$ cat src/sv/sdsh_pkg.sv
// Shared types, constants and command tables of the SD card SPI host engine.
package sdsh_pkg;

  localparam int unsigned BLOCK_BYTES = 512;
  localparam int unsigned MAX_BLOCKS_DEF = 128;
  localparam int unsigned BLOCK_CNT_W = $clog2(BLOCK_BYTES + 1);

  // Configuration register indexes (byte address divided by four).
  localparam logic [1:0] REG_CMD_RETRY = 2'd0;
  localparam logic [1:0] REG_RESP_POLL = 2'd1;
  localparam logic [1:0] REG_INIT_ATTEMPT = 2'd2;
  localparam logic [1:0] REG_READY_WAIT = 2'd3;

  localparam logic [7:0] CMD_RETRY_RST = 8'd10;
  localparam logic [7:0] RESP_POLL_RST = 8'd10;
  localparam logic [15:0] INIT_ATTEMPT_RST = 16'd255;
  localparam logic [23:0] READY_WAIT_RST = 24'd1000000;

  // Request kinds.
  localparam logic [2:0] OP_INIT = 3'd0;
  localparam logic [2:0] OP_READ = 3'd1;
  localparam logic [2:0] OP_WRITE = 3'd2;
  localparam logic [2:0] OP_SYNC = 3'd3;
  localparam logic [2:0] OP_STATUS = 3'd4;

  // Completion codes.
  localparam logic [1:0] ST_OK = 2'd0;
  localparam logic [1:0] ST_PARAM = 2'd1;
  localparam logic [1:0] ST_NOT_READY = 2'd2;
  localparam logic [1:0] ST_ERROR = 2'd3;

  // Command table entries.
  localparam logic [3:0] LC_RESET = 4'd0;
  localparam logic [3:0] LC_IFCOND = 4'd1;
  localparam logic [3:0] LC_OCR_FIRST = 4'd2;
  localparam logic [3:0] LC_APP = 4'd3;
  localparam logic [3:0] LC_APP_OPCOND = 4'd4;
  localparam logic [3:0] LC_OPCOND = 4'd5;
  localparam logic [3:0] LC_OCR_LAST = 4'd6;
  localparam logic [3:0] LC_READ_ONE = 4'd7;
  localparam logic [3:0] LC_READ_MANY = 4'd8;
  localparam logic [3:0] LC_STOP = 4'd9;
  localparam logic [3:0] LC_WRITE_ONE = 4'd10;
  localparam logic [3:0] LC_COUNT = 4'd11;

  // Answer kinds.
  localparam logic [1:0] AK_R1 = 2'd0;
  localparam logic [1:0] AK_R7 = 2'd1;
  localparam logic [1:0] AK_R7_ILLEGAL = 2'd2;
  localparam logic [1:0] AK_R1_ZERO = 2'd3;

  localparam logic [7:0] TOKEN_START = 8'hFE;
  localparam logic [7:0] IDLE_BYTE = 8'hFF;
  localparam logic [3:0] DATA_ACCEPTED = 4'h5;

  typedef enum logic [5:0] {
    PH_IDLE, PH_WAKE, PH_FRAME, PH_STUFF, PH_R1, PH_TAIL, PH_TOKEN,
    PH_RDATA, PH_RCRC, PH_SETTLE_OK, PH_SETTLE_ERR, PH_SYNC, PH_WPRE,
    PH_WTOKEN, PH_WDATA, PH_WCRC, PH_WRESP, PH_WBUSY
  } phase_t;

  typedef struct packed {
    phase_t phase;
    logic [3:0] command_index;
    logic [3:0] frame_counter;
    logic [31:0] command_argument;
    logic [39:0] response_bytes;
    logic [7:0] attempt_counter;
    logic [23:0] poll_counter;
    logic [15:0] init_counter;
    logic [BLOCK_CNT_W-1:0] byte_counter;
    logic [7:0] blocks_left;
    logic [31:0] card_address;
    logic version_two_card;
    logic uses_block_address;
    logic ready_flag;
  } sdsh_state_t;

  typedef struct packed {
    logic [7:0] cmd_retry;
    logic [7:0] resp_poll;
    logic [15:0] init_attempt;
    logic [23:0] ready_wait;
  } sdsh_limits_t;

  typedef struct packed {
    logic [7:0] mosi_byte;
    logic exchange_request;
    logic chip_select_low;
    logic [7:0] read_data;
    logic read_valid;
    logic write_taken;
    logic done_res;
    logic [1:0] status;
    logic initialized;
    logic block_addressing;
    logic fast_clock;
  } sdsh_result_t;

  function automatic logic [3:0] cmd_sel(logic [3:0] idx);
    return (idx < LC_COUNT) ? idx : LC_RESET;
  endfunction

  function automatic logic [7:0] lc_opcode(logic [3:0] c);
    logic [7:0] r;
    unique case (c)
      LC_IFCOND: r = 8'd8;
      LC_OCR_FIRST, LC_OCR_LAST: r = 8'd58;
      LC_APP: r = 8'd55;
      LC_APP_OPCOND: r = 8'd41;
      LC_OPCOND: r = 8'd1;
      LC_READ_ONE: r = 8'd17;
      LC_READ_MANY: r = 8'd18;
      LC_STOP: r = 8'd12;
      LC_WRITE_ONE: r = 8'd24;
      default: r = 8'd0;
    endcase
    return r;
  endfunction

  function automatic logic [7:0] lc_crc(logic [3:0] c);
    logic [7:0] r;
    unique case (c)
      LC_RESET: r = 8'h95;
      LC_IFCOND: r = 8'h87;
      default: r = 8'h01;
    endcase
    return r;
  endfunction

  function automatic logic [1:0] lc_kind(logic [3:0] c);
    logic [1:0] r;
    unique case (c)
      LC_IFCOND: r = AK_R7_ILLEGAL;
      LC_OCR_FIRST, LC_OCR_LAST: r = AK_R7;
      LC_WRITE_ONE: r = AK_R1_ZERO;
      default: r = AK_R1;
    endcase
    return r;
  endfunction

  function automatic sdsh_state_t start_cmd(sdsh_state_t s, logic [3:0] lc,
                                            logic [31:0] arg);
    sdsh_state_t r;
    r = s;
    r.command_index = lc;
    r.command_argument = arg;
    r.attempt_counter = '0;
    r.frame_counter = '0;
    r.response_bytes = {IDLE_BYTE, 32'h0};
    r.phase = PH_FRAME;
    return r;
  endfunction

endpackage

$ cat src/sv/sdsh_cfg.sv
// APB-style register file holding the retry, poll, init-attempt and wait limits.
module sdsh_cfg
  import sdsh_pkg::*;
(
  input  logic         clk,
  input  logic         rst_n,
  input  logic         psel,
  input  logic         penable,
  input  logic         pwrite,
  input  logic [3:0]   paddr,
  input  logic [31:0]  pwdata,
  output logic [31:0]  prdata,
  output sdsh_limits_t limits
);

  sdsh_limits_t lim_r;
  logic [1:0]   idx;

  assign idx = paddr[3:2];
  assign limits = lim_r;

  always_ff @(posedge clk) begin
    if (!rst_n) begin
      lim_r.cmd_retry <= CMD_RETRY_RST;
      lim_r.resp_poll <= RESP_POLL_RST;
      lim_r.init_attempt <= INIT_ATTEMPT_RST;
      lim_r.ready_wait <= READY_WAIT_RST;
    end else if (psel && penable && pwrite) begin
      unique case (idx)
        REG_CMD_RETRY: lim_r.cmd_retry <= pwdata[7:0];
        REG_RESP_POLL: lim_r.resp_poll <= pwdata[7:0];
        REG_INIT_ATTEMPT: lim_r.init_attempt <= pwdata[15:0];
        REG_READY_WAIT: lim_r.ready_wait <= pwdata[23:0];
        default: ;
      endcase
    end
  end

  always_comb begin
    unique case (idx)
      REG_CMD_RETRY: prdata = {24'h0, lim_r.cmd_retry};
      REG_RESP_POLL: prdata = {24'h0, lim_r.resp_poll};
      REG_INIT_ATTEMPT: prdata = {16'h0, lim_r.init_attempt};
      REG_READY_WAIT: prdata = {8'h0, lim_r.ready_wait};
      default: prdata = '0;
    endcase
  end

endmodule

$ cat src/sv/sdsh_step.sv
// Next-state and result logic for one transaction of the host sequencer.
module sdsh_step
  import sdsh_pkg::*;
#(
  parameter int unsigned MAX_BLOCKS = MAX_BLOCKS_DEF
) (
  input  sdsh_state_t  cur,
  input  sdsh_limits_t limits,
  input  logic         mode,
  input  logic [2:0]   operation,
  input  logic [7:0]   drive,
  input  logic [31:0]  start_sector,
  input  logic [7:0]   block_count,
  input  logic [7:0]   miso_byte,
  input  logic [7:0]   write_byte,
  output sdsh_state_t  nxt,
  output sdsh_result_t res
);

  localparam logic [7:0] MAX_BLK = 8'(MAX_BLOCKS);
  localparam logic [BLOCK_CNT_W-1:0] BLK_BYTES = BLOCK_CNT_W'(BLOCK_BYTES);
  localparam logic [BLOCK_CNT_W-1:0] BLK_STEP = BLOCK_CNT_W'(1);

  always_comb begin
    sdsh_state_t n;
    logic        ignored, busy, att, cmd_done, done, rvalid;
    logic [1:0]  st;
    logic [7:0]  r1, mosi;
    logic [3:0]  c;
    logic        acc;
    n = cur;
    ignored = 1'b0;
    att = 1'b0;
    cmd_done = 1'b0;
    done = 1'b0;
    rvalid = 1'b0;
    st = ST_OK;
    r1 = '0;
    c = '0;
    acc = 1'b0;
    mosi = IDLE_BYTE;

    if (!mode) begin
      if (cur.phase != PH_IDLE) begin
        ignored = 1'b1;
      end else if (operation > OP_STATUS || drive != 8'd0) begin
        done = 1'b1; st = ST_PARAM;
      end else begin
        unique case (operation)
          OP_INIT: begin
            n.ready_flag = 1'b0; n.version_two_card = 1'b0;
            n.uses_block_address = 1'b0; n.frame_counter = '0; n.phase = PH_WAKE;
          end
          OP_READ, OP_WRITE: begin
            if (block_count == 8'd0 || block_count > MAX_BLK) begin
              done = 1'b1; st = ST_PARAM;
            end else if (!cur.ready_flag) begin
              done = 1'b1; st = ST_NOT_READY;
            end else begin
              n.blocks_left = block_count;
              n.card_address = cur.uses_block_address ? start_sector
                                                      : {start_sector[22:0], 9'h0};
              if (operation == OP_WRITE) n = start_cmd(n, LC_WRITE_ONE, n.card_address);
              else n = start_cmd(n, (block_count == 8'd1) ? LC_READ_ONE : LC_READ_MANY,
                                 n.card_address);
            end
          end
          OP_SYNC: begin
            if (!cur.ready_flag) begin
              done = 1'b1; st = ST_NOT_READY;
            end else begin
              n.poll_counter = '0; n.phase = PH_SYNC;
            end
          end
          default: begin
            done = 1'b1; st = cur.ready_flag ? ST_OK : ST_NOT_READY;
          end
        endcase
      end
    end else if (cur.phase != PH_IDLE) begin
      unique case (cur.phase)
        PH_WAKE: begin
          n.frame_counter = cur.frame_counter + 4'd1;
          if (n.frame_counter >= 4'd10) n = start_cmd(n, LC_RESET, 32'h0);
        end
        PH_FRAME: begin
          n.frame_counter = cur.frame_counter + 4'd1;
          if (n.frame_counter >= 4'd8) begin
            if (cur.command_index == LC_STOP) n.phase = PH_STUFF;
            else begin
              n.poll_counter = '0; n.response_bytes[39:32] = IDLE_BYTE; n.phase = PH_R1;
            end
          end
        end
        PH_STUFF: begin
          n.poll_counter = '0; n.response_bytes[39:32] = IDLE_BYTE; n.phase = PH_R1;
        end
        PH_R1: begin
          n.poll_counter = cur.poll_counter + 24'd1;
          n.response_bytes[39:32] = miso_byte;
          if (miso_byte != IDLE_BYTE) begin
            if (lc_kind(cmd_sel(cur.command_index)) == AK_R7 ||
                lc_kind(cmd_sel(cur.command_index)) == AK_R7_ILLEGAL) begin
              n.frame_counter = '0; n.phase = PH_TAIL;
            end else att = 1'b1;
          end else if (n.poll_counter >= {16'h0, limits.resp_poll}) att = 1'b1;
        end
        PH_TAIL: begin
          n.response_bytes[31:0] = {cur.response_bytes[23:0], miso_byte};
          n.frame_counter = cur.frame_counter + 4'd1;
          if (n.frame_counter >= 4'd4) att = 1'b1;
        end
        PH_TOKEN: begin
          n.poll_counter = cur.poll_counter + 24'd1;
          if (miso_byte == TOKEN_START) begin
            n.byte_counter = '0; n.phase = PH_RDATA;
          end else if (n.poll_counter >= limits.ready_wait) begin
            n.phase = PH_IDLE; done = 1'b1; st = ST_ERROR;
          end
        end
        PH_RDATA: begin
          rvalid = 1'b1;
          n.byte_counter = cur.byte_counter + BLK_STEP;
          if (n.byte_counter >= BLK_BYTES) begin
            n.frame_counter = '0; n.phase = PH_RCRC;
          end
        end
        PH_RCRC: begin
          n.frame_counter = cur.frame_counter + 4'd1;
          if (n.frame_counter >= 4'd2) begin
            n.blocks_left = cur.blocks_left - 8'd1;
            if (n.blocks_left == 8'd0) begin
              if (cur.command_index == LC_READ_MANY) n = start_cmd(n, LC_STOP, 32'h0);
              else begin
                n.poll_counter = '0; n.phase = PH_SETTLE_OK;
              end
            end else begin
              n.poll_counter = '0; n.phase = PH_TOKEN;
            end
          end
        end
        PH_SETTLE_OK, PH_SETTLE_ERR: begin
          n.poll_counter = cur.poll_counter + 24'd1;
          if (miso_byte == IDLE_BYTE || n.poll_counter >= limits.ready_wait) begin
            n.phase = PH_IDLE; done = 1'b1;
            st = (cur.phase == PH_SETTLE_OK) ? ST_OK : ST_ERROR;
          end
        end
        PH_SYNC: begin
          n.poll_counter = cur.poll_counter + 24'd1;
          if (miso_byte == IDLE_BYTE) begin
            n.phase = PH_IDLE; done = 1'b1; st = ST_OK;
          end else if (n.poll_counter >= limits.ready_wait) begin
            n.phase = PH_IDLE; done = 1'b1; st = ST_ERROR;
          end
        end
        PH_WPRE: n.phase = PH_WTOKEN;
        PH_WTOKEN: begin
          n.byte_counter = '0; n.phase = PH_WDATA;
        end
        PH_WDATA: begin
          n.byte_counter = cur.byte_counter + BLK_STEP;
          if (n.byte_counter >= BLK_BYTES) begin
            n.frame_counter = '0; n.phase = PH_WCRC;
          end
        end
        PH_WCRC: begin
          n.frame_counter = cur.frame_counter + 4'd1;
          if (n.frame_counter >= 4'd2) begin
            n.poll_counter = '0; n.phase = PH_WRESP;
          end
        end
        PH_WRESP: begin
          n.poll_counter = cur.poll_counter + 24'd1;
          if (miso_byte != IDLE_BYTE) begin
            n.poll_counter = '0;
            n.phase = (miso_byte[3:0] == DATA_ACCEPTED) ? PH_WBUSY : PH_SETTLE_ERR;
          end else if (n.poll_counter >= limits.ready_wait) begin
            n.poll_counter = '0; n.phase = PH_SETTLE_ERR;
          end
        end
        PH_WBUSY: begin
          n.poll_counter = cur.poll_counter + 24'd1;
          if (miso_byte != 8'd0) begin
            n.blocks_left = cur.blocks_left - 8'd1;
            if (n.blocks_left == 8'd0) begin
              n.poll_counter = '0; n.phase = PH_SETTLE_OK;
            end else begin
              n.card_address = cur.card_address +
                               (cur.uses_block_address ? 32'd1 : 32'(BLOCK_BYTES));
              n = start_cmd(n, LC_WRITE_ONE, n.card_address);
            end
          end else if (n.poll_counter >= limits.ready_wait) begin
            n.poll_counter = '0; n.phase = PH_SETTLE_ERR;
          end
        end
        default: n.phase = PH_IDLE;
      endcase
    end

    // End of one command attempt: judge the answer, retry or move on.
    if (att) begin
      r1 = n.response_bytes[39:32];
      unique case (lc_kind(cmd_sel(n.command_index)))
        AK_R1: acc = (r1 != IDLE_BYTE);
        AK_R7: acc = (r1 <= 8'd1);
        AK_R7_ILLEGAL: acc = (r1 <= 8'd1) || (r1 != IDLE_BYTE && r1[2]);
        default: acc = (r1 == 8'd0);
      endcase
      if (acc) cmd_done = 1'b1;
      else begin
        n.attempt_counter = n.attempt_counter + 8'd1;
        if (n.attempt_counter >= limits.cmd_retry) cmd_done = 1'b1;
        else begin
          n.frame_counter = '0; n.phase = PH_FRAME;
        end
      end
    end

    if (cmd_done) begin
      c = cmd_sel(n.command_index);
      unique case (c)
        LC_RESET: begin
          if (r1 == 8'd1) n = start_cmd(n, LC_IFCOND, 32'h1AA);
          else begin
            n.phase = PH_IDLE; done = 1'b1; st = ST_NOT_READY;
          end
        end
        LC_IFCOND: begin
          n.version_two_card = !r1[2];
          n = start_cmd(n, LC_OCR_FIRST, 32'h0);
        end
        LC_OCR_FIRST: begin
          n.init_counter = '0;
          n = start_cmd(n, n.version_two_card ? LC_APP : LC_OPCOND, 32'h0);
        end
        LC_APP, LC_APP_OPCOND, LC_OPCOND: begin
          if (c == LC_APP && (r1 == 8'd0 || r1 == 8'd1)) begin
            n = start_cmd(n, LC_APP_OPCOND, 32'h4000_0000);
          end else if (c == LC_APP_OPCOND && r1 == 8'd0) begin
            n = start_cmd(n, LC_OCR_LAST, 32'h0);
          end else if (c == LC_OPCOND && r1 == 8'd0) begin
            n.ready_flag = 1'b1; n.phase = PH_IDLE; done = 1'b1; st = ST_OK;
          end else begin
            // A failed pass of the initialisation loop.
            n.init_counter = n.init_counter + 16'd1;
            if (n.init_counter >= limits.init_attempt) begin
              n.phase = PH_IDLE; done = 1'b1; st = ST_NOT_READY;
            end else n = start_cmd(n, n.version_two_card ? LC_APP : LC_OPCOND, 32'h0);
          end
        end
        LC_OCR_LAST: begin
          n.phase = PH_IDLE; done = 1'b1;
          if (!n.response_bytes[31]) st = ST_NOT_READY;
          else begin
            n.uses_block_address = n.response_bytes[30];
            n.ready_flag = 1'b1; st = ST_OK;
          end
        end
        LC_READ_ONE, LC_READ_MANY: begin
          if (r1 != 8'd0) begin
            n.phase = PH_IDLE; done = 1'b1; st = ST_ERROR;
          end else begin
            n.poll_counter = '0; n.phase = PH_TOKEN;
          end
        end
        LC_STOP: begin
          n.poll_counter = '0; n.phase = PH_SETTLE_OK;
        end
        default: begin
          if (r1 != 8'd0) begin
            n.poll_counter = '0; n.phase = PH_SETTLE_ERR;
          end else n.phase = PH_WPRE;
        end
      endcase
    end

    busy = !ignored && n.phase != PH_IDLE;
    c = cmd_sel(n.command_index);
    if (busy) begin
      if (n.phase == PH_FRAME) begin
        if (n.frame_counter < 4'd2) mosi = IDLE_BYTE;
        else if (n.frame_counter == 4'd2) mosi = 8'h40 | lc_opcode(c);
        else if (n.frame_counter == 4'd3) mosi = n.command_argument[31:24];
        else if (n.frame_counter == 4'd4) mosi = n.command_argument[23:16];
        else if (n.frame_counter == 4'd5) mosi = n.command_argument[15:8];
        else if (n.frame_counter == 4'd6) mosi = n.command_argument[7:0];
        else mosi = lc_crc(c);
      end else if (n.phase == PH_WTOKEN) mosi = TOKEN_START;
      else if (n.phase == PH_WDATA) mosi = write_byte;
    end

    nxt = n;
    res.mosi_byte = mosi;
    res.exchange_request = busy;
    res.chip_select_low = busy && n.phase != PH_WAKE;
    res.read_data = rvalid ? miso_byte : 8'h0;
    res.read_valid = rvalid;
    res.write_taken = busy && n.phase == PH_WDATA;
    res.done_res = done;
    res.status = done ? st : ST_OK;
    res.initialized = n.ready_flag;
    res.block_addressing = n.uses_block_address;
    res.fast_clock = n.ready_flag;
  end

endmodule

$ cat src/sv/sd_card_spi_host_engine_top.sv
// SD card SPI host engine: top level with state and result registers.
// Each transaction is either a host request or the byte the card returned in
// the previous exchange; each yields exactly one result naming the next byte to
// send. A transaction is taken every clock cycle while out_ready does not stall:
// the sequencer state and the result register are loaded together, and a new
// transaction is accepted while the previous result is still waiting, provided
// it is taken in the same cycle. The user must set limits through the register
// port only while the engine is idle; the block itself does not enforce this. A limit of zero behaves as one.
module sd_card_spi_host_engine_top
  import sdsh_pkg::*;
#(
  parameter int unsigned MAX_BLOCKS = MAX_BLOCKS_DEF
) (
  input  logic        clk,
  input  logic        rst_n,
  input  logic        in_valid,
  output logic        in_ready,
  input  logic        in_mode,
  input  logic [2:0]  in_operation,
  input  logic [7:0]  in_drive,
  input  logic [31:0] in_start_sector,
  input  logic [7:0]  in_block_count,
  input  logic [7:0]  in_miso_byte,
  input  logic [7:0]  in_write_byte,
  output logic        out_valid,
  input  logic        out_ready,
  output logic [7:0]  out_mosi_byte,
  output logic        out_exchange_request,
  output logic        out_chip_select_low,
  output logic [7:0]  out_read_data,
  output logic        out_read_valid,
  output logic        out_write_taken,
  output logic        out_done_res,
  output logic [1:0]  out_status,
  output logic        out_initialized,
  output logic        out_block_addressing,
  output logic        out_fast_clock,
  input  logic        cfg_psel,
  input  logic        cfg_penable,
  input  logic        cfg_pwrite,
  input  logic [3:0]  cfg_paddr,
  input  logic [31:0] cfg_pwdata,
  output logic [31:0] cfg_prdata,
  output logic        cfg_pready
);

  sdsh_limits_t limits;
  sdsh_state_t  state_r, state_nxt;
  sdsh_result_t res_r, res_nxt;
  logic         out_valid_r;
  logic         accept;

  assign cfg_pready = 1'b1;

  sdsh_cfg u_cfg (
    .clk(clk), .rst_n(rst_n), .psel(cfg_psel), .penable(cfg_penable),
    .pwrite(cfg_pwrite), .paddr(cfg_paddr), .pwdata(cfg_pwdata),
    .prdata(cfg_prdata), .limits(limits)
  );

  sdsh_step #(.MAX_BLOCKS(MAX_BLOCKS)) u_step (
    .cur(state_r), .limits(limits), .mode(in_mode), .operation(in_operation),
    .drive(in_drive), .start_sector(in_start_sector), .block_count(in_block_count),
    .miso_byte(in_miso_byte), .write_byte(in_write_byte),
    .nxt(state_nxt), .res(res_nxt)
  );

  assign in_ready = !out_valid_r || out_ready;
  assign accept = in_valid && in_ready;

  always_ff @(posedge clk) begin
    if (!rst_n) begin
      out_valid_r <= 1'b0;
      state_r.phase <= PH_IDLE;
      state_r.command_index <= '0;
      state_r.frame_counter <= '0;
      state_r.command_argument <= '0;
      state_r.response_bytes <= '1;
      state_r.attempt_counter <= '0;
      state_r.poll_counter <= '0;
      state_r.init_counter <= '0;
      state_r.byte_counter <= '0;
      state_r.blocks_left <= '0;
      state_r.card_address <= '0;
      state_r.version_two_card <= 1'b0;
      state_r.uses_block_address <= 1'b0;
      state_r.ready_flag <= 1'b0;
    end else if (accept) begin
      out_valid_r <= 1'b1;
      state_r <= state_nxt;
    end else if (out_ready) begin
      out_valid_r <= 1'b0;
    end
  end

  always_ff @(posedge clk) begin
    if (accept) res_r <= res_nxt;
  end

  assign out_valid = out_valid_r;
  assign out_mosi_byte = res_r.mosi_byte;
  assign out_exchange_request = res_r.exchange_request;
  assign out_chip_select_low = res_r.chip_select_low;
  assign out_read_data = res_r.read_data;
  assign out_read_valid = res_r.read_valid;
  assign out_write_taken = res_r.write_taken;
  assign out_done_res = res_r.done_res;
  assign out_status = res_r.status;
  assign out_initialized = res_r.initialized;
  assign out_block_addressing = res_r.block_addressing;
  assign out_fast_clock = res_r.fast_clock;

endmodule

$ cat config.mk
export PLATFORM = sky130hd
export DESIGN_NAME = sd_card_spi_host_engine_top
export DESIGN_NICKNAME = d
export VERILOG_FILES = /design/src/sv/sdsh_pkg.sv /design/src/sv/sdsh_cfg.sv /design/src/sv/sdsh_step.sv /design/src/sv/sd_card_spi_host_engine_top.sv
export SDC_FILE = /design/constraint.sdc
export NUM_CORES = 1
export LEC_CHECK = 0
export ABC_AREA = 1
export BUFFER_PORTS_ARGS = -buffer_cell sky130_fd_sc_hd__buf_4
export CAP_MARGIN = 25
export CORE_AREA = 2 2 173 175
export DETAILED_ROUTE_END_ITERATION = 7
export DIE_AREA = 0 0 175 177
export PLACE_DENSITY = 0.85
export RECOVER_POWER = 50
export REMOVE_ABC_BUFFERS = 1
export SYNTH_ARGS = -nofsm -noshare
export SYNTH_HDL_FRONTEND = slang
export SYNTH_SLANG_ARGS = --single-unit
$ cat constraint.sdc
create_clock -name clk -period 8.4 [get_ports clk]
set_input_delay 0.42 -clock clk [delete_from_list [all_inputs] [get_ports clk]]
set_output_delay 0.42 -clock clk [all_outputs]
set_load 0.005 [all_outputs]
After elaboration in Yosys (flattened, before gate mapping). Memories as Yosys holds them, arrays and structs flattened. Cells that the tools add are included.

Add/sub/neg operators: 7. Multipliers: 0. Div/mod/pow operators: 0. Order comparisons: 16. Eq/ne operators: 60. Shift-type cells: 0. Multiplexer cells: 183. Bitwise gates (word level): 0. Reduce and logical (&&, ||, !) cells: 50.

Operator list (count): 2-to-1 mux 187 bit (11); 2-to-1 mux 181 bit (3); 2-to-1 mux 88 bit (4); one-hot mux 88 bit (4 select lines) (1); 2-to-1 mux 24 bit (12); one-hot mux 67 bit (4 select lines) (1); one-hot mux 32 bit (4 select lines) (2); one-hot mux 24 bit (8 select lines) (1); 2-to-1 mux 180 bit (1); one-hot mux 43 bit (3 select lines) (1); one-hot mux 24 bit (5 select lines) (1); 2-to-1 mux 6 bit (19); 2-to-1 mux 8 bit (14); one-hot mux 32 bit (3 select lines) (1); one-hot mux 6 bit (16 select lines) (1); 2-to-1 mux 80 bit (1); 2-to-1 mux 66 bit (1); == test 6 x 4 -> 1 bit (second input constant) (10); one-hot mux 10 bit (6 select lines) (1); 2-to-1 mux 2 bit (27); 2-to-1 mux 4 bit (13); one-hot mux 16 bit (3 select lines) (1); one-hot mux 24 bit (2 select lines) (1); one-hot mux 8 bit (6 select lines) (1); other kinds (71) (187).

Register bits after elaboration: 269. Latch bits: 0. Bits in writable memories: 0. Memory bits (read-only): 96. Input bits: 111. Memories kept: 1.

Memories: (no name shown) (words 16, width 6, read ports 1, clocked after memory_dff 0, wr ports 0, line sdsh_pkg.sv:106) `unique case (c)`.

Logic depth before layout (Yosys ltp). Gate-level depths: netlist of run 1.

Depth after elaboration: 44. Gate-level depth with buffers: 46.

By module. From an unflattened synthesis of run 1, not the netlist that was laid out.

Cells, all modules: 4029. Area, all modules: 23998.0 sq um.

Modules (own cells, without submodules): sdsh_step (instances 1, cells each 2458, area an instance 12619.6 sq um); sd_card_spi_host_engine_top (instances 1, cells each 1175, area an instance 8733.4 sq um); sdsh_cfg (instances 1, cells each 396, area an instance 2645.0 sq um).

Worst setup path before layout of run 1. OpenSTA, ideal clock, no wires.

Path type: reg2reg. Start: register state_r[35] (netlist name). End: register res_r, in the netlist out_mosi_byte[2], data pin. Library setup time: 0.261 ns. Arrival: 5.393 ns. Data required time: 8.139 ns. Setup slack: 2.746 ns. Cell stages (with the launch flop): 46. Period minus slack after synthesis: 5.654 ns. Cells stage by stage: dfxtp_1 inv_1 ha_1 nand2_1 nor2_1 nand2_1 nand2_1 nand2_1 nor2_1 nand2_1 inv_1 nand2_1 nand2_1 nand2_1 nor2_1 nand2_1 nand3_1 inv_1 [10 not listed] nand2_2 nand3_4 inv_1 o211ai_1 o21ai_0 nor2_1 inv_1 ha_1 nand3_1 nand2_1 nand2_1 nand2_1 nand2_1 nand2_1 nand2_1 nand2_1 nand2_1 nand2_1.

Cells in the longest elaborated chain, start to end: 32.

Ends and longest elaborated chain: from (decl) (line sd_card_spi_host_engine_top.sv:48) `sdsh_state_t state_r, state_nxt;`; from (signal assigned) (line sd_card_spi_host_engine_top.sv:90) `state_r <= state_nxt;`; subtractor 8 x 1 -> 8 bit (*) (line sdsh_step.sv:131, sdsh_step.sv:185); zero test 8 bit (*) (line sdsh_step.sv:132, sdsh_step.sv:186); 2-to-1 mux 88 bit, on equally long branches (line sdsh_step.sv:186, sdsh_step.sv:132); 2-to-1 mux 88 bit / 2-to-1 mux 187 bit (equally long branches) (line sdsh_step.sv:184, sdsh_step.sv:130); one-hot mux 4 bit (3 select lines) (line sdsh_step.sv:81) `unique case (cur.phase)`; 2-to-1 mux 187 bit (*) (line sdsh_step.sv:80) `end else if (cur.phase != PH_IDLE) begin`; 2-to-1 mux 187 bit (*) (line sdsh_step.sv:43) `if (!mode) begin`; less-than comparator 4 bit (line sdsh_pkg.sv:101) `return (idx < LC_COUNT) ? idx : LC_RESET;`; [9 not listed]; 2-to-1 mux 4 bit (line sdsh_step.sv:202) `if (att) begin`; 2-to-1 mux 181 bit (line sdsh_step.sv:247) `if (n.init_counter >= limits.init_attempt) begin`; 2-to-1 mux 180 bit (line sdsh_step.sv:242) `end else if (c == LC_OPCOND && r1 == 8'd0) begin`; 2-to-1 mux 187 bit (line sdsh_step.sv:240) `end else if (c == LC_APP_OPCOND && r1 == 8'd0) begin`; 2-to-1 mux 187 bit (line sdsh_step.sv:238) `if (c == LC_APP && (r1 == 8'd0 || r1 == 8'd1)) begin`; one-hot mux 88 bit (4 select lines) (line sdsh_step.sv:222) `unique case (c)`; 2-to-1 mux 187 bit (*) (line sdsh_step.sv:220) `if (cmd_done) begin`; parallel branches: the longest is 8 deep, another holds less-than comparator 4 bit; to (signal assigned) (line sd_card_spi_host_engine_top.sv:97) `if (accept) res_r <= res_nxt;`; to (decl) (line sd_card_spi_host_engine_top.sv:49) `sdsh_result_t res_r, res_nxt;`.

Every way passes the cells marked *. The select of a mux whose other input is x is not followed. A chain may end at the register's enable or synchronous reset.

Final worst setup path of run 1.
Start: register state_r[35] (netlist name). End: register res_r, in the netlist out_mosi_byte[7], data pin.

Same word-level chain as after synthesis.

==> flow_metrics.env, run 1 <==
export IMPL_ir_worst_vdd_v=0.0001499
export IMPL_synth_edff_count=25
export IMPL_drt_wirelength_per_cell_um=18.47
export IMPL_cts_num_sinks=245
export IMPL_cap_viol_max_count=6
export IMPL_drc_errors=0
export IMPL_postCtsSetupBuffers=0
export IMPL_outcome="finished with violations"
export IMPL_start_util=0.6362
export IMPL_seqCellArea_um2=5155
export IMPL_dp_hpwl_mm=45.97
export IMPL_violations="capacitance limit, slew limit"
export IMPL_viasPerCell=6.208
export IMPL_ctsResizeCount=0
export IMPL_drv_slew=340
export IMPL_synth_compound_area_frac=0.2431
export IMPL_cts_tree="yes"
export IMPL_routed_wirelength_mm=63.36
export IMPL_rsz0062_at_grt="no"
export IMPL_io_pins=172
export IMPL_ys_seq_area_frac=0.2771
export IMPL_synth_async_sr_flop_share=0
export IMPL_leakage_nw=9.301
export IMPL_setup_slack_ns=1.214
export IMPL_yosysWarnings=0
export IMPL_clk_latency_ns=0.56
export IMPL_synthXorXnorAreaFrac=0.02872
export IMPL_antenna_found_initial=0
export IMPL_synth_top_family_by_area="simple AND/OR/NAND/NOR gates"
export IMPL_first_global_vias=19690
export IMPL_core_area_um2=29240
export IMPL_start_kind="register"
export IMPL_die_w_um=175
export IMPL_die_y_um=177
export IMPL_multi_input_area_um2=11440
export IMPL_fin_crit_ns=7.186
export IMPL_vias=21295
export IMPL_syn_to_final_growth_pct=11.56
export IMPL_setup_viol=0
export IMPL_port_buffers=152
export IMPL_cp_max_fo=8
export IMPL_netlist_area_um2=18600
export IMPL_htree_levels=1
export IMPL_tightest_slew_ns=3.458
export IMPL_synth_fa_ha_area_frac=0.04708
export IMPL_slowest_stage="or3b_2"
export IMPL_syn_avg_cell_area_um2=6.343
export IMPL_dieArea_um2=30980
export IMPL_period_share=0.8555
export IMPL_cpPeakStageDelay_ns=0.50
export IMPL_total_power_w=0.003302
export IMPL_worst_path_most_repeated_cell="nand2_1"
export IMPL_grt_pass1_wl_mm=99.99
export IMPL_synthMuxAreaShare=0.001076
export IMPL_finalSetupTns_ns=0
export IMPL_drive_above_1_share=0.1007
export IMPL_root_buffer="clkbuf_16"
export IMPL_min_path_type="in2reg"
export IMPL_ys_ff_latch=245
export IMPL_post_route_util=0.7097
export IMPL_p_per_area_nw_per_um2=159.1
export IMPL_grt_use_total=0.3949
export IMPL_hold_buffers=0
export IMPL_cp_required_ns=8.71
export IMPL_skew_ns=0.01077
export IMPL_drt_iter0_drc=2841
export IMPL_worstPathArrival_ns=7.50
export IMPL_yosys_area_share_simple=0.2934
export IMPL_synth_cells=2933
export IMPL_cp_end_kind="register"
export IMPL_clkSlewWorstSetupHoldPaths_ns=0.06
export IMPL_routabilityCongestion=0.9920
export IMPL_grt_max_degree=93
export IMPL_post_place_ws_ns=1.433
export IMPL_final_common_cell="nand2_1"
export IMPL_row_count=63
export IMPL_crit_type="reg2reg"
export IMPL_drtPass1Iterations=8
export IMPL_fin_nets=3200
export IMPL_ys_flop_type="dfxtp_1"
export IMPL_drtAntennaViolNets=0
export IMPL_cts_buffers=29
export IMPL_nFillCells=2474
export IMPL_finalHoldViolCount=0
export IMPL_layout_common_cells="nand2_1 (696), inv_1 (358), o21ai_0 (272), nor2_1 (254), a21oi_1 (238)"
export IMPL_ys_types=69
export IMPL_num_antenna_cells=0
export IMPL_clock_path_buffers=3
export IMPL_grt_ovfl_total=0
export IMPL_relSlewSlack=-1.306
export IMPL_max_freq_mhz=139.2
[path summary, 6_finish.rpt]
check                                start  slack (ns)  depth (start not counted)                              to
setup / recovery  state_r[35]$_SDFFE_PN0P_        1.21                         43  out_mosi_byte[7]$_SDFFCE_PN1P_
hold / removal              cfg_pwdata[16]        0.08                          3   u_cfg.limits[16]$_SDFFE_PN1P_
setup reg to reg  state_r[35]$_SDFFE_PN0P_        1.21                         43  out_mosi_byte[7]$_SDFFCE_PN1P_
hold reg to reg   state_r[46]$_SDFFE_PN0P_        0.45                          1        state_r[46]$_SDFFE_PN0P_
[Yosys cell counts (3+ instances only)]
master,number,area share
a311oi_1,3,0.0014
o21ai_1,18,0.0048
nand3b_1,5,0.0020
or2_2,5,0.0017
o211ai_1,47,0.019
o31ai_1,19,0.0077
edfxtp_1,25,0.040
inv_1,360,0.073
o221ai_1,33,0.016
a31oi_1,12,0.0040
nor2_2,10,0.0034
nor2_4,8,0.0048
buf_4,11,0.0044
nand3_4,3,0.0028
a221oi_1,15,0.0071
o21a_1,3,0.0012
buf_1,6,0.0012
o21bai_1,4,0.0016
nand3_1,128,0.034
nand2_2,12,0.0040
ha_1,70,0.047
a22o_1,11,0.0052
o2111ai_1,4,0.0019
xnor2_1,6,0.0028
nor3_1,68,0.018
nand3_2,9,0.0048
clkinv_1,8,0.0016
buf_2,8,0.0022
nand2_1,696,0.14
xor2_1,55,0.026
nor4_1,9,0.0030
o41ai_1,4,0.0019
inv_2,30,0.0061
a211oi_1,24,0.0097
a22oi_1,16,0.0065
o22ai_1,31,0.010
dfxtp_1,220,0.24
nand4_1,39,0.013
o21ai_0,272,0.073
a21oi_1,238,0.064
clkbuf_1,97,0.020
nor2_1,253,0.051
a21boi_0,4,0.0016
[power by group]
part	total (W)	switching (W)	internal, W
registers	0.00128	0.0000437	0.00124
clock network	0.00120	0.000532	0.000664
logic	0.000827	0.000563	0.000265
total	0.00330	0.00114	0.00216
[through the flow]
| step | hold WS, ns | area, µm² | instances |
|---|---|---|---|
| 2_1_floorplan | 0.4218 | 18100 | 2816 |
| 4_1_cts | 0.06905 | 20770 | 3429 |
| 5_1_grt | 0.08475 | 20750 | 3430 |
| 3_3_place_gp | 0.4343 | 19880 | 3376 |
| 6_report | 0.08190 | 20750 | 3430 |
| 3_5_place_dp | 0.4423 | 19890 | 3377 |
[cells by family (layout without fill, tap and decap cells)]
group,after synthesis,after routing
mux,2,2
flops,245,245
other cells,2,9
simple gates,1260,1260
compound gates,770,770
fa+ha+maj,70,70
buf+inv,523,623
xor+xnor,61,61
[critical path: cells and delay by family, from the launching register on]
| kind | cells | cell delay, ns |
|---|---|---|
| compound gates | 4 | 0.59 |
| simple gates | 28 | 4.30 |
| flops | 1 | 0.31 |
| xor+xnor | 1 | 0.18 |
| fa+ha+maj | 4 | 0.87 |
| buf+inv | 6 | 0.66 |
[layer usage]
layer  vias to the layer above  wire, µm  global-route usage
li1                      10024         -                   -
met1                      9688     25840              0.5288
met2                      1351     27710              0.6234
met3                       232      7351             0.08290
met4                         0      2464              0.1576
met5                         -         0                   0
[area by class of cell]
type	instances	area share
Inverter	399	0.07240
Sequential cell	245	0.2484
Clock inverter	17	0.004401
Multi-Input combinational cell	2172	0.5514
Clock buffer	35	0.03798
Timing Repair Buffer	172	0.06191
Tap cell	390	0.02351
[state kept, by name, indices dropped and copies added (netlist names)]
name / flops
out_read_data: 8
out_exchange_request: 1
out_chip_select_low: 1
state_r: 163
out_status: 2
u_cfg.limits: 56
out_fast_clock: 1
out_write_taken: 1
out_block_addressing: 1
out_done_res: 1
out_read_valid: 1
out_mosi_byte: 8
out_valid: 1
Power figures use the tool's default switching activity.
==> inputs of run 2 (changes only) <==
--- a/config.mk
+++ b/config.mk
@@ -8,9 +8,9 @@
 export ABC_AREA = 1
 export BUFFER_PORTS_ARGS = -buffer_cell sky130_fd_sc_hd__buf_4
 export CAP_MARGIN = 25
-export CORE_AREA = 2 2 173 175
+export CORE_AREA = 2 2 155 195
 export DETAILED_ROUTE_END_ITERATION = 7
-export DIE_AREA = 0 0 175 177
+export DIE_AREA = 0 0 157 197
 export PLACE_DENSITY = 0.85
 export RECOVER_POWER = 50
 export REMOVE_ABC_BUFFERS = 1
==> run 2 against run 1 <==
  * Maximum frequency decreased by 1.2%
  * Register-to-register slack worse by 0.08 ns
  * The run still ends with capacitance limit, slew limit left
  * Via count down 0.18%
  * Sequential share of layout area barely moved
  * Clock-buffer cell count did not move
  * Critical path type unchanged
==> flow_metrics.env, run 2 (synthesis results as in run 1) <==
export IMPL_outcome="finished with violations"
export IMPL_violations="capacitance limit, slew limit"
export IMPL_crit_path_end="out_mosi_byte[6]$_SDFFCE_PN1P_"
export IMPL_grt_max_degree=104
export IMPL_crit_buf_inv=6
export IMPL_startpoint="state_r[35]$_SDFFE_PN0P_"
export IMPL_drv_slew=236
export IMPL_drtPass1Iterations=6
export IMPL_core_area_um2=28990
export IMPL_crit_type="reg2reg"
export IMPL_syn_to_final_growth_pct=11.49
export IMPL_min_path_type="in2reg"
export IMPL_placed_area_um2=19910
export IMPL_antenna_found_initial=0
export IMPL_die_y_um=197
export IMPL_clock_path_buffers=3
export IMPL_rr_endpoint="out_mosi_byte[6]$_SDFFCE_PN1P_"
export IMPL_drt_wirelength_per_cell_um=18.71
export IMPL_final_common_cell="nand2_1"
export IMPL_rrSetupSlack_ns=1.13
export IMPL_fin_nets=3199
export IMPL_fin_area_um2=20740
export IMPL_dp_hpwl_mm=45.88
export IMPL_cp_depth=34
export IMPL_worst_path_most_repeated_cell="nand2_1"
export IMPL_period_share=0.8656
export IMPL_die_w_um=157
export IMPL_leakage_nw=9.287
export IMPL_setup_viol=0
export IMPL_cts_num_sinks=245
export IMPL_largest_reg_flops=163
export IMPL_cp_end_kind="register"
export IMPL_htree_levels=1
export IMPL_grt_ovfl_total=0
export IMPL_max_flop_register="state_r"
export IMPL_viasPerCell=6.188
export IMPL_routed_wirelength_mm=64.26
export IMPL_max_freq_mhz=137.5
export IMPL_finalHoldViolCount=0
export IMPL_drc_errors=0
export IMPL_grt_pass1_wl_mm=100.8
export IMPL_relSlewSlack=-1.922
export IMPL_skew_ns=0.01427
export IMPL_clk_latency_ns=0.58
export IMPL_drt_iter0_drc=2206
export IMPL_first_global_vias=20197
export IMPL_drive_above_1_share=0.1007
export IMPL_critical_path_top_delay_family="simple AND/OR/NAND/NOR gates"
export IMPL_worstPathArrival_ns=7.56
export IMPL_row_count=70
export IMPL_clkSlewWorstSetupHoldPaths_ns=0.06
export IMPL_cpPeakStageDelay_ns=0.49
export IMPL_cp_max_fo=28
export IMPL_p_per_area_nw_per_um2=158.4
export IMPL_grt_use_total=0.4048
export IMPL_postCtsSetupBuffers=0
export IMPL_port_buffers=152
export IMPL_start_kind="register"
export IMPL_ctsResizeCount=0
export IMPL_r2r_start="state_r[35]$_SDFFE_PN0P_"
export IMPL_layout_common_cells="nand2_1 (695), inv_1 (358), o21ai_0 (272), nor2_1 (254), a21oi_1 (238)"
export IMPL_total_power_w=0.003285
export IMPL_cp_required_ns=8.69
export IMPL_cap_viol_max_count=5
export IMPL_cts_tree="yes"
export IMPL_io_pins=172
export IMPL_slowest_stage="or3b_2"
export IMPL_routabilityCongestion=0.9961
export IMPL_finalSetupTns_ns=0
export IMPL_dieArea_um2=30930
export IMPL_cts_buffers=27
export IMPL_reg2reg_depth=34
export IMPL_tightest_slew_ns=4.383
export IMPL_root_buffer="clkbuf_16"
export IMPL_num_antenna_cells=0
export IMPL_ir_worst_vdd_v=0.0001725
export IMPL_vias=21257
export IMPL_start_util=0.6417
export IMPL_hold_buffers=0
export IMPL_fin_crit_ns=7.271
export IMPL_rsz0062_at_grt="no"
export IMPL_drtAntennaViolNets=0
run 2: changes by cell type in the layout (fill, tap and decap cells not counted), sizes merged:
cell and delta:
clkbuf +2, clkinv -5, buf -1, bufinv +1, clkinvlp +1, inv +1
run 2: metrics by stage:
stage          setup WS, ns  hold slack (ns)  std cells    util
6_report              1.129          0.06987       3435  0.7155
5_1_grt              0.5309          0.06754       3435  0.7155
4_1_cts               1.319          0.06314       3434  0.7159
3_5_place_dp          1.354           0.4459       3384  0.6866
3_3_place_gp          1.594           0.4363       3383  0.6862
2_1_floorplan         2.275           0.4218       2816       -
run 2: worst reg2reg max path, delay by kind of cell, from the launching register on:
kind | cells | cell delay [ns]
xor+xnor | 1 | 0.18
fa+ha+maj | 3 | 0.66
simple gates | 19 | 3.76
compound gates | 5 | 1.08
flops | 1 | 0.32
buf+inv | 6 | 0.97
run 2: cell type report:
| class | instances | area (µm²) |
|---|---|---|
| clock buffer | 35 | 745.7 |
| clock inverter | 15 | 103.9 |
| fill | 2496 | 8248 |
| inverter | 399 | 1503 |
| multi-input combinational | 2172 | 11450 |
| sequential | 245 | 5155 |
| tap | 396 | 495.5 |
| timing repair buffer | 173 | 1292 |
run 2: power breakdown:
part	total, W	internal [W]	switching (W)
registers	0.00128	0.00124	0.0000437
logic	0.000816	0.000263	0.000553
clock network	0.00119	0.000655	0.000535
total	0.00328	0.00215	0.00113
run 2: worst min-delay path by stage:
stage,from,slack [ns],to,depth (start not counted)
floorplan,state_r[46]$_SDFFE_PN0P_,0.42,state_r[46]$_SDFFE_PN0P_,1
global placement,state_r[46]$_SDFFE_PN0P_,0.44,state_r[46]$_SDFFE_PN0P_,1
detailed placement,state_r[46]$_SDFFE_PN0P_,0.45,state_r[46]$_SDFFE_PN0P_,1
CTS,cfg_pwdata[16],0.06,u_cfg.limits[16]$_SDFFE_PN1P_,3
global route,cfg_pwdata[16],0.07,u_cfg.limits[16]$_SDFFE_PN1P_,3
finish,cfg_pwdata[16],0.07,u_cfg.limits[16]$_SDFFE_PN1P_,3
run 2: metal layers:
metal	GRT usage	up-vias	routed length (µm)
met2	0.6889	1247	30330
met4	0.2409	0	3948
met5	0	-	0
met3	0.08355	306	6230
met1	0.4656	9684	23750
li1	-	10020	-
